$ cat config.mk
export PLATFORM = sky130hd
export DESIGN_NAME = mmp_ram
export DESIGN_NICKNAME = d
export VERILOG_FILES = /design/src/design/mmp_ram.sv
export SDC_FILE = /design/constraint.sdc
export NUM_CORES = 1
export LEC_CHECK = 0
export ABC_AREA = 1
export BUFFER_PORTS_ARGS = -buffer_cell sky130_fd_sc_hd__buf_2
export CORE_UTILIZATION = 60
export CTS_CLUSTER_DIAMETER = 150
export DETAILED_ROUTE_END_ITERATION = 16
export PLACE_DENSITY = 0.84
export SYNTH_ARGS = -nofsm -noshare
export SYNTH_HDL_FRONTEND = slang
export SYNTH_SLANG_ARGS = --single-unit
export TNS_END_PERCENT = 5
$ cat constraint.sdc
create_clock -name clk_i -period 1.7 [get_ports clk_i]
set_input_delay 0.34 -clock clk_i [delete_from_list [all_inputs] [get_ports clk_i]]
set_output_delay 0.34 -clock clk_i [all_outputs]
set_load 0.01 [all_outputs]
$ cat src/design/mmp_ram.sv
`default_nettype none
module mmp_ram #(
  parameter int WIDTH = 8,
  parameter int DEPTH = 32
) (
  input  wire logic                     clk_i,
  input  wire logic                     we_i,
  input  wire logic [$clog2(DEPTH)-1:0] waddr_i,
  input  wire logic [WIDTH-1:0]         wdata_i,
  input  wire logic [$clog2(DEPTH)-1:0] raddr_i,
  output logic      [WIDTH-1:0]         rdata_o
);

  logic [WIDTH-1:0] mem_q [DEPTH];

  always_ff @(posedge clk_i) begin
    if (we_i) begin
      mem_q[waddr_i] <= wdata_i;
    end
    rdata_o <= mem_q[raddr_i];
  end

endmodule
`default_nettype wire

---- Word-level counts from Yosys, hierarchy flattened ----
Memory sizes are Yosys's and may differ from the RTL's. A register that Yosys moved wholly into a read port is not among the register bits.
Index checks and enable logic that the tools add are counted.
storage, ports and cells
  memories ................................ 1
  ROM bits ................................ 0
  register bits after elaboration ......... 0
  bits in latches ......................... 0
  output and inout port bits .............. 8
  memory bits (writable) .................. 256
  input port bits ......................... 20
operators by class
  multipliers ............................. 0
  order comparisons ....................... 0
  reductions and logical operators ........ 0
  eq/ne operators ......................... 0
  divide/modulo/power cells ............... 0
  add/sub/neg operators ................... 0
  multiplexer cells ....................... 2
  bitwise logic cells ..................... 0
  shift operators ......................... 0
memories
  name   words  width  read ports  clocked after Yosys merged registers in  write ports  RTL line  RTL
  mem_q  32     8      1           1                                        1            14        logic [WIDTH-1:0] mem_q [DEPTH];
operators by type and width
  kind    count
  $mux 1  2

---- Logic depth before layout (Yosys ltp) ----
  depth in word-level cells ............... 2
  depth in mapped cells ................... 11
  depth with buffers taken out ............ 9

---- Worst setup path after synthesis ----
No wires, ideal clock.
  kind .................................... input-to-reg
  from .................................... in waddr_i[0]
  to ...................................... mem mem_q[0][0] (enable)
  setup time .............................. 0.370 ns
  data required time ...................... 1.330 ns
  path slack .............................. 0.326 ns
  arrival time ............................ 1.004 ns
  stages .................................. 3
  cell sequence ........................... inv_1 nand3_1 nor2_1
RTL lines
  item             RTL line  RTL
  start, declared  8         input wire logic [$clog2(DEPTH)-1:0] waddr_i,
  end, declared    14
No word-level cell before the write port.

---- Worst setup path after layout ----
  from .................................... reg rdata_o[6], read port of mem_q
  to ...................................... out rdata_o[6]
RTL lines
  item             RTL line  RTL
  start, declared  11        output logic [WIDTH-1:0] rdata_o
No word-level cell between the ends.

==> impl_metrics.yaml <==
sta:
  whs_ns: 0.1912
  worst_pin_slew_ns: 0.6606
  maxSlewViolCount: 0
  max_slew_margin_pct: 55.96
  fmax_mhz: 724.1
  hold_viol: 0
  rsz0062_at_grt: "no"
  tns_ns: 0
  setup_viol: 0
  finalCritPeriodShare_pct: 81.23
  clock_skew_ns: 0.008119
  period_needed_ns: 1.381
clock_network:
  post_cts_buffers: 0
  clk_latency_ns: 0.52
  cts_tree: "done"
  cts_resized: 0
  root_buffer: "clkbuf_16"
  cts_buffer_depth: 3
  cts_hold_buf: 0
  path_clk_slew_ns: 0.06
  htree_num_levels: 1
  cts_made_buffers: 25
  cts_sinks: 264
setup_path:
  r2r_setup_slack_ns: 0.54
  start_kind: "flip-flop"
  rr_worst_depth: 8
  path_buf_inv: 1
  timing.rr.end: "rdata_o[1]"
  rr_startpoint: "mem_q[13][1]"
  critPathRequiredTime_ns: 1.36
  critPathKind: "reg -> out"
  critPathMaxFanout: 1
  slowest_delay_ns: 0.37
  critPathArrivalTime_ns: 1.04
  end_kind: "output port"
  crit_slowest_cell: "dfxtp_1"
  cpLargestDelayFamily: "flip-flops"
  crit_path_cell_trace: "buf_2"
power:
  ir_worst_vdd_mv: 0.8720
  power_mw: 13.38
  p_per_area_mw_per_mm2: 1101
  leakage_nw: 4.600
global_route:
  grt_max_degree: 68
  grt-ovfl-total: 0
  antenna_found_initial: 1
  grt_pass1_wl_mm: 39.34
  first_global_vias: 7067
  grt_use_total_pct: 28.69
detailed_routing:
  via_count: 7305
  topRoutingLayerUsed: "met5"
  routed_via_density: 5.973
  drt-total-wl_mm: 25.05
  first_iter_violations: 966
  final_antenna_net_count: 0
  drt-met1-wl_mm: 9.665
  wl_per_cell_um: 20.48
  drc_errors: 0
  first_pass_iters: 5
  wl_met3_mm: 2.523
  dr_wl_met2_mm: 12.17
logic_synthesis:
  synth.avg_cell_area_um2: 11.70
  yosysSeqAreaShare_pct: 72.75
  synth-seq-cells: 264
  yosys.area.top_type: "edfxtp_1"
  syn_nets: 942
  synthTopCellsByArea: "edfxtp_1, nand2_1, nand3_1, buf_6, dfxtp_1"
  yosysUniqueCellTypes: 12
  synthesis.area_mm2: 0.01079
  syn_inst: 922
  synth.yosys.warnings: 0
  yosysTopAreaCellShare_pct: 71.27
layout:
  final_cell_mix: "nand2_1, edfxtp_1, nand3_1, buf_4, nor2_1"
  layout.nets: 1000
  regArea_mm2: 0.007848
  final_common_cell: "nand2_1"
  n_antenna_cell: 0
  multi_input_area_mm2: 0.002492
  fin_cells: 1223
  area_growth_pct: 12.68
  fill_cells: 1146
  drive_above_1_share_pct: 11.62
worst_hold_path:
  min_to: "rdata_o[3]"
  hold_depth: 3
  hp-start: "raddr_i[4]"
  hold_class: "in -> reg"
die:
  die_y_um: 136.1
  die-area_mm2: 0.01852
  placementRows: 48
  initial_core_util_pct: 61.93
  num_io_pins: 28
  chipWidth_um: 136.1
  core_mm2: 0.01742
place:
  dp_cells: 1178
  dp.final_hpwl_mm: 15.00
  gp_congestion: 0.8230
  io_buffers: 27
run_status:
  status: "complete, no violations"
run:
  max_cap_violations: 0
[where the power goes]
group	switching, mW	total, mW	leakage, nW	internal, mW
clock network	2.20	5.19	0.368	2.99
logic	0.645	0.924	1.86	0.279
registers	0.0300	7.26	2.37	7.23
[through the flow]
stage          worst slack, ns  instance area (um2)  util (%)
6_report                0.3190                12150     69.78
5_1_grt                 0.3062                12150     69.78
4_1_cts                 0.3333                12150     69.78
3_5_place_dp           0.03911                11390     65.42
3_3_place_gp            0.1205                11390     65.42
2_1_floorplan           0.3260                10790         -
[how the worst max path moves through the flow]
stage / startpoint / endpoint / slack [ns] / depth (start not counted)
finish: rdata_o[6] / rdata_o[6] / 0.32 / 1
global route: rdata_o[6] / rdata_o[6] / 0.31 / 1
CTS: rdata_o[6] / rdata_o[6] / 0.33 / 1
detailed placement: raddr_i[0] / rdata_o[4] / 0.04 / 11
global placement: raddr_i[0] / rdata_o[4] / 0.12 / 11
floorplan: waddr_i[0] / mem_q[0][0] / 0.33 / 3
[final cells by class]
type	count	share of cell area (%)
Multi-Input combinational cell	596	20.51
Inverter	10	0.3191
Tap cell	225	2.316
Clock inverter	1	0.03088
Timing Repair Buffer	83	6.033
Sequential cell	264	64.57
Clock buffer	44	6.228
[synthesized netlist by cell type]
cell,number
nand2_1,360
inv_1,8
buf_4,4
nor2_1,32
buf_1,2
clkbuf_1,7
dfxtp_1,8
edfxtp_1,256
inv_2,2
buf_2,15
buf_6,24
nand3_1,204
[state kept, by name (all words and copies together), names as in the netlist]
| name | cells |
|---|---|
| mem_q | 256 |
| rdata_o | 8 |
[kinds of logic (layout without fill, tap and decap cells)]
family	Yosys count	in the layout	synth area share [%]
buffers and inverters	62	138	4.141
flip-flops	264	264	72.75
AND/OR/NAND/NOR	596	596	23.11
[routing by layer]
metal / GRT usage (%) / vias to the layer above
li1: - / 3312
met1: 40.94 / 3491
met4: 9.383 / 2
met5: 0 / -
met2: 45.35 / 443
met3: 4.773 / 57
(Power assumes the default switching activity.)
