--- config.mk ---
export PLATFORM = sky130hd
export DESIGN_NAME = mmp_alu
export DESIGN_NICKNAME = d
export VERILOG_FILES = /design/src/design/mmp_pkg.sv /design/src/design/mmp_alu.sv
export SDC_FILE = /design/constraint.sdc
export NUM_CORES = 1
export LEC_CHECK = 0
export ABC_AREA = 1
export BUFFER_PORTS_ARGS = -buffer_cell sky130_fd_sc_hd__buf_2
export CELL_PAD_IN_SITES_DETAIL_PLACEMENT = 0
export CELL_PAD_IN_SITES_GLOBAL_PLACEMENT = 2
export CORE_MARGIN = 2
export CORE_UTILIZATION = 30
export DETAILED_ROUTE_END_ITERATION = 10
export PLACE_DENSITY_LB_ADDON = 0.25
export SYNTH_ARGS = -nofsm -noshare
export SYNTH_HDL_FRONTEND = slang
export SYNTH_SLANG_ARGS = --single-unit
--- constraint.sdc ---
create_clock -name clk_i -period 7.5 [get_ports clk_i]
set_clock_uncertainty 0.2 [all_clocks]
set_input_delay 0.75 -clock clk_i [delete_from_list [all_inputs] [get_ports clk_i]]
set_output_delay 0.75 -clock clk_i [all_outputs]
set_load 0.05 [all_outputs]
--- src/design/mmp_pkg.sv ---
`default_nettype none
package mmp_pkg;

  localparam int MAX_ROWS    = 32;
  localparam int MAX_COLS    = 32;
  localparam int WEIGHT_BITS = 16;

  localparam int ROW_W   = $clog2(MAX_ROWS);
  localparam int COL_W   = $clog2(MAX_COLS);
  localparam int CELL_AW = ROW_W + COL_W;
  localparam int COST_AW = ROW_W + 1;
  localparam int COST_W  = 21;
  localparam int CNT_W   = 6;

  localparam logic signed [COST_W-1:0] COST_MAX = {1'b0, {(COST_W-1){1'b1}}};
  localparam logic signed [COST_W-1:0] COST_MIN = {1'b1, {(COST_W-1){1'b0}}};

  typedef enum logic [6:0] {
    S_LOAD    = 7'b0000001,
    S_DP      = 7'b0000010,
    S_MIN     = 7'b0000100,
    S_TRACE   = 7'b0001000,
    S_EMIT_RD = 7'b0010000,
    S_EMIT_LD = 7'b0100000,
    S_EMIT_WT = 7'b1000000
  } state_e;

  // load: take the operand as the running best; cmp: take it only if strictly lower
  typedef struct packed {
    logic load;
    logic cmp;
  } alu_ctl_t;

endpackage
`default_nettype wire

--- src/design/mmp_alu.sv ---
`default_nettype none
module mmp_alu (
  input  wire logic                                     clk_i,
  input  wire mmp_pkg::alu_ctl_t                        ctl_i,
  input  wire logic signed [mmp_pkg::COST_W-1:0]        cost_i,
  input  wire logic        [mmp_pkg::ROW_W-1:0]         idx_i,
  input  wire logic signed [mmp_pkg::WEIGHT_BITS-1:0]   weight_i,
  output logic signed      [mmp_pkg::COST_W-1:0]        best_cost_o,
  output logic             [mmp_pkg::ROW_W-1:0]         best_idx_o,
  output logic signed      [mmp_pkg::COST_W-1:0]        sum_o
);
  import mmp_pkg::*;

  logic signed [COST_W-1:0] best_q;
  logic        [ROW_W-1:0]  idx_q;
  logic signed [COST_W:0]   sum_wide;

  always_ff @(posedge clk_i) begin
    if (ctl_i.load || (ctl_i.cmp && (cost_i < best_q))) begin
      best_q <= cost_i;
      idx_q  <= idx_i;
    end
  end

  // best + weight, saturated to the cost range
  always_comb begin
    sum_wide = {best_q[COST_W-1], best_q}
             + {{(COST_W+1-WEIGHT_BITS){weight_i[WEIGHT_BITS-1]}}, weight_i};
    if (sum_wide[COST_W] != sum_wide[COST_W-1]) begin
      sum_o = sum_wide[COST_W] ? COST_MIN : COST_MAX;
    end else begin
      sum_o = sum_wide[COST_W-1:0];
    end
  end

  assign best_cost_o = best_q;
  assign best_idx_o  = idx_q;

endmodule
`default_nettype wire

======== Word-level counts from Yosys, hierarchy flattened ========
Cells that the tools add are included.
word-level totals
  flip-flop bits (word level) ............. 26
  output and inout bits ................... 47
  word-level logic and storage cells ...... 9
operators by class
  add/sub/neg operators ................... 1
  order comparisons ....................... 1
  equal/unequal tests ..................... 1
  multiplexer cells ....................... 2
  reduce and logical (&&, ||, !) cells .... 2
operators with widths
  cell                         number
  two-way mux 21 bit           2
  adder 21 x 16 -> 22 bit      1
  less-than comparator 21 bit  1
  logical AND 1 bit            1
  logical OR 1 bit             1
  != test 1 bit                1

======== Depth between registers and ports, before layout ========
  word-level depth ........................ 3
  mapped depth ............................ 15

======== Worst setup path after synthesis ========
OpenSTA, ideal clock, no wires.
  kind .................................... input-to-output
  start ................................... input weight_i[4] (netlist name)
  end ..................................... output sum_o[19] (netlist name)
  arrival ................................. 2,567 ps
  path slack .............................. 3,983 ps
  stages .................................. 11
  path buffers ............................ 1
  cell sequence ........................... ha_1 -> a21oi_1 -> nand3_2 -> nand2_1 -> nand3_1 -> nand2_1 -> nand2_2 -> nand2_2 -> buf_6 -> nand3_2 -> nand2_1
on the way
  cells in the longest elaborated chain, start to end .. 3
  elaborated cells between the ends (all ways) .. 4
RTL lines
  element                                              RTL line                      text
  start, declared                                      mmp_alu.sv:7                  input wire logic signed [mmp_pkg::WEIGHT_BITS-1:0] weight_i,
  adder 21 x 16 -> 22 bit (*)                          mmp_alu.sv:28                 + {{(COST_W+1-WEIGHT_BITS){weight_i[WEIGHT_BITS-1]}}, weight_i};
  two-way mux 21 bit or != test 1 bit (tied branches)  mmp_alu.sv:30, mmp_alu.sv:29
  two-way mux 21 bit (*)                               mmp_alu.sv:29                 if (sum_wide[COST_W] != sum_wide[COST_W-1]) begin
  end, declared                                        mmp_alu.sv:10                 output logic signed [mmp_pkg::COST_W-1:0] sum_o
Every way passes the cells marked *; elsewhere a longest branch is shown, timed or not.

======== Final worst setup path ========
  start ................................... input weight_i[0] (netlist name)
  end ..................................... output sum_o[6] (netlist name)
Same word-level chain as after synthesis.

==> qor_table.md <==
| Item | Reported | Unit |
|---|---|---|
| Synthesized netlist cell count | 401 | - |
| Vias per cell | 4.53 | - |
| Number of enable-type register cells in the synthesized netlist | 26 | - |
| Vias | 2811 | - |
| Portion of total power attributed to combinational logic | 63.0 | % |
| Area of the die | 10300 | um^2 |
| Post-route minimum period | 4.37 | ns |
| Number of global-route vias before repair | 2724 | - |
| Top cell type's share of synthesized area | 27.3 | % |
| Crit Path Max Fanout | 20 | - |
| Number of levels the H-tree was split into | 1 | - |
| Average routed wire per standard cell | 12.9 | um |
| Startpoint of the worst hold path | idx_i[4] | - |
| HPWL after DPL | 6920 | um |
| Maximum operating frequency | 229 | MHz |
| Worst min-delay path endpoint | best_idx_o[4]$_DFFE_PP_ | - |
| Maximum vdd ir drop | 0.106 | mV |
| Mean cell area of the mapped netlist | 7.13 | um^2 |
| Flop-to-flop setup slack | 4.56 | ns |
| Cell area after technology mapping | 2860 | um^2 |
| Clock transition at the register clock pins on the worst setup and hold paths after CTS | 0.09 | ns |
| Placeable core area | 9240 | um^2 |
| FF+latch count, synth | 26 | - |
| Pre-Repair DR Iteration Count | 4 | - |
| Sw Ratio | 53.7 | % |
| Total power | 0.823 | mW |
| Global-route congestion overflow total | 0 | - |
| Hold Path Cell Cnt | 1 | - |
| Maximum root-to-sink buffer count | 2 | - |
| Startpoint-to-endpoint class of the critical path | in -> out | - |
| Worst setup slack after layout | 3.13 | ns |
| Initial drt markers | 119 | - |
| Power Dens Cells | 234 | nW/um^2 |
| Critical Path Start Type | input port | - |
| TritonCTS clock tree | built | - |
| Root Buffer | clkbuf_8 | - |
| Combinational family with the most area after synthesis | simple AND/OR/NAND/NOR gates | - |
| Worst-margin pin slew | 1.06 | ns |
| Seq pwr share | 22.8 | % |
| Share of power burned in the clock network | 14.2 | % |
| Final period utilization | 58.2 | % |
| Placement Setup Slack | 3.10 | ns |
| Final Hold Violating Endpoints | 0 | - |
| Number of setup buffers added after CTS | 0 | - |
| Worst slack on hold paths | 0.445 | ns |
| Placed cell areas | 3440 | um^2 |
| Count of different cell masters after synthesis | 30 | - |
| Top-level port count | 92 | - |
| Data arrival time of the critical path | 3.42 | ns |
| Top cells by area, synth | edfxtp_1 (27%), ha_1 (18%), nand2_1 (18%), inv_1 (7.7%), a21oi_1 (4.9%) | - |
| Most common library cell in the layout ignoring fill and taps | nand2_1 | - |
| Antenna Cells | 0 | - |
| Detail Route Antenna Nets | 0 | - |
| Synthesized-area fraction occupied by and/or/nand/nor cells | 31.9 | % |
| Buffers added on ports | 91 | - |
| Class of the tightest hold or removal check | in -> reg | - |
| Setup-failing EPs final | 0 | - |
| Syn nets | 488 | - |
| Number of buffers added by the clock tree synthesis step | 3 | - |
| Wirelength, routed | 7980 | um |
| Number of hold buffers added after cts | 0 | - |
| Data required time of the critical path | 6.55 | ns |
| Result of the run | completed | - |
| Cell Int Power | 0.381 | mW |
| Worst r2r dst | best_cost_o[2]$_DFFE_PP_ | - |
| Maximum number of pins on one net before global-route repair | 27 | - |
| P_sw | 0.442 | mW |
| Clock latency at the later pin of the worst-skew pair | 0.27 | ns |
| Area added between synthesis and finish | 22.9 | % |
| Leading area contributor after synthesis | edfxtp_1 | - |
| Initial core utilization | 30.9 | % |
| Unrepaired setup endpoints after global routing | no | - |
| Count of maximum capacitance violations | 0 | - |
| Horizontal die dimension | 102 | um |
| Share of synthesized cell area in full adder, half adder and majority cells | 18.6 | % |
| Syn. warnings | 0 | - |
| Layout cells sized above 1 | 22.4 | % |
| Overall Global Routing Usage | 15.6 | % |
| Slew Viols, Final | 0 | - |
| Commonest cells after routing, fill and taps aside | nand2_1 (136), buf_2 (91), inv_1 (59) | - |
| Top flip-flop cell by instance count after synthesis | edfxtp_1 | - |
| Standard-cell rows | 35 | - |
| Sequential cell area fraction in the yosys report | 27.3 | % |
| Startpoint of the most critical register-to-register path | best_cost_o[20]$_DFFE_PP_ | - |
| Global-route wire length before repair | 12700 | um |
| Antenna violations before repair | 0 | - |
| Asr flop ratio synth | 0 | % |
| Post-route setup TNS | 0 | ns |
| Post-synthesis mux area share | 0 | % |
| Slew headroom | 29.0 | % |
| Sink Count | 26 | - |
| Die Span Y | 102 | um |
| Fraction of synthesized cell area in xor and xnor cells | 4.29 | % |
| Final routed DRC violation total | 0 | - |
| Compound-cell area share of the yosys netlist | 8.84 | % |
| Leakage | 1.94 | nW |
| Number of nets in the layout | 580 | - |
| Cells on worst reg2reg path | 10 | - |
| Number of resized instances in the post-cts repair step | 0 | - |
| Final weighted congestion of routability-driven global placement | 0.822 | - |
| Setup crit end kind | output pin | - |
| Post-route cell area | 3510 | um^2 |
==> final cells by class <==
class	count	area (um^2)
multi-input cells	311	1820
well taps	129	161
fillers	1068	5730
clock buffers	3	41.3
inverters	60	225
flip-flops and latches	26	781
clock inverters	1	30.0
repair buffers	91	455
==> worst max-delay path by stage <==
stage / depth (start not counted) / from / end / slack, ns
2_1_floorplan: 11 / weight_i[4] / sum_o[19] / 3.98
3_3_place_gp: 10 / weight_i[15] / sum_o[6] / 3.13
5_1_grt: 12 / weight_i[0] / sum_o[6] / 2.90
6_report: 12 / weight_i[0] / sum_o[6] / 3.13
4_1_cts: 12 / weight_i[0] / sum_o[6] / 3.09
3_5_place_dp: 12 / weight_i[0] / sum_o[6] / 3.10
==> synth_stat cells (3+ instances only) <==
| master | count |
|---|---|
| xor2_1 | 9 |
| a21oi_1 | 28 |
| nand3_1 | 13 |
| nor3_1 | 3 |
| nand4_1 | 12 |
| inv_1 | 59 |
| nand2_2 | 4 |
| nand2_1 | 136 |
| ha_1 | 41 |
| nor2_2 | 3 |
| nor2_1 | 28 |
| nand3_2 | 4 |
| o21bai_1 | 4 |
| edfxtp_1 | 26 |
| o21ai_0 | 8 |
| xnor2_1 | 5 |
==> sequential cells by signal, indices dropped and copies added, names as in the netlist <==
signal and flops:
best_cost_o 21, best_idx_o 5
==> through the flow <==
step | std cells | utilization (%)
global placement | 617 | 37.3
global route | 621 | 38.0
finish | 621 | 38.0
detailed placement | 617 | 37.3
CTS | 621 | 38.0
floorplan | 401 | -
==> routing by layer <==
metal | part of all wire, % | wire (um) | track usage, %
met1 | 48 | 3790 | 21.3
met2 | 46 | 3710 | 26.4
met3 | 5.1 | 407 | 2.00
met4 | 0.90 | 72 | 3.22
met5 | 0 | 0 | 0
==> worst max-delay path, stage by stage <==
cell and delay (ns):
buf_2 0.08, ha_1 0.18, inv_1 0.07, fa_1 0.40, inv_1 0.10, nand3_1 0.07
nand2_1 0.23, nand3b_4 0.10, nand4_1 0.12, nand4_1 0.71, nand2_1 0.32, buf_2 0.30
==> power groups by stage <==
| stage | registers (mW) | clock network, mW | logic [mW] |
|---|---|---|---|
| 2_1_floorplan | 0.234 | 0 | 0.361 |
| 3_3_place_gp | 0.191 | 0 | 0.523 |
| 3_5_place_dp | 0.191 | 0 | 0.522 |
| 4_1_cts | 0.188 | 0.120 | 0.524 |
| 5_1_grt | 0.189 | 0.127 | 0.567 |
| 6_report | 0.187 | 0.117 | 0.518 |
==> kinds of logic (layout without fill, tap and decap cells) <==
family / after synthesis / in the layout
AND/OR/NAND/NOR: 209 / 209
XOR/XNOR: 14 / 14
AO/OA/AOI/OAI: 46 / 46
flip-flops: 26 / 26
buffers and inverters: 64 / 155
adder cells (fa/ha/maj): 42 / 42
No activity file was read; power rests on OpenSTA's default activity.
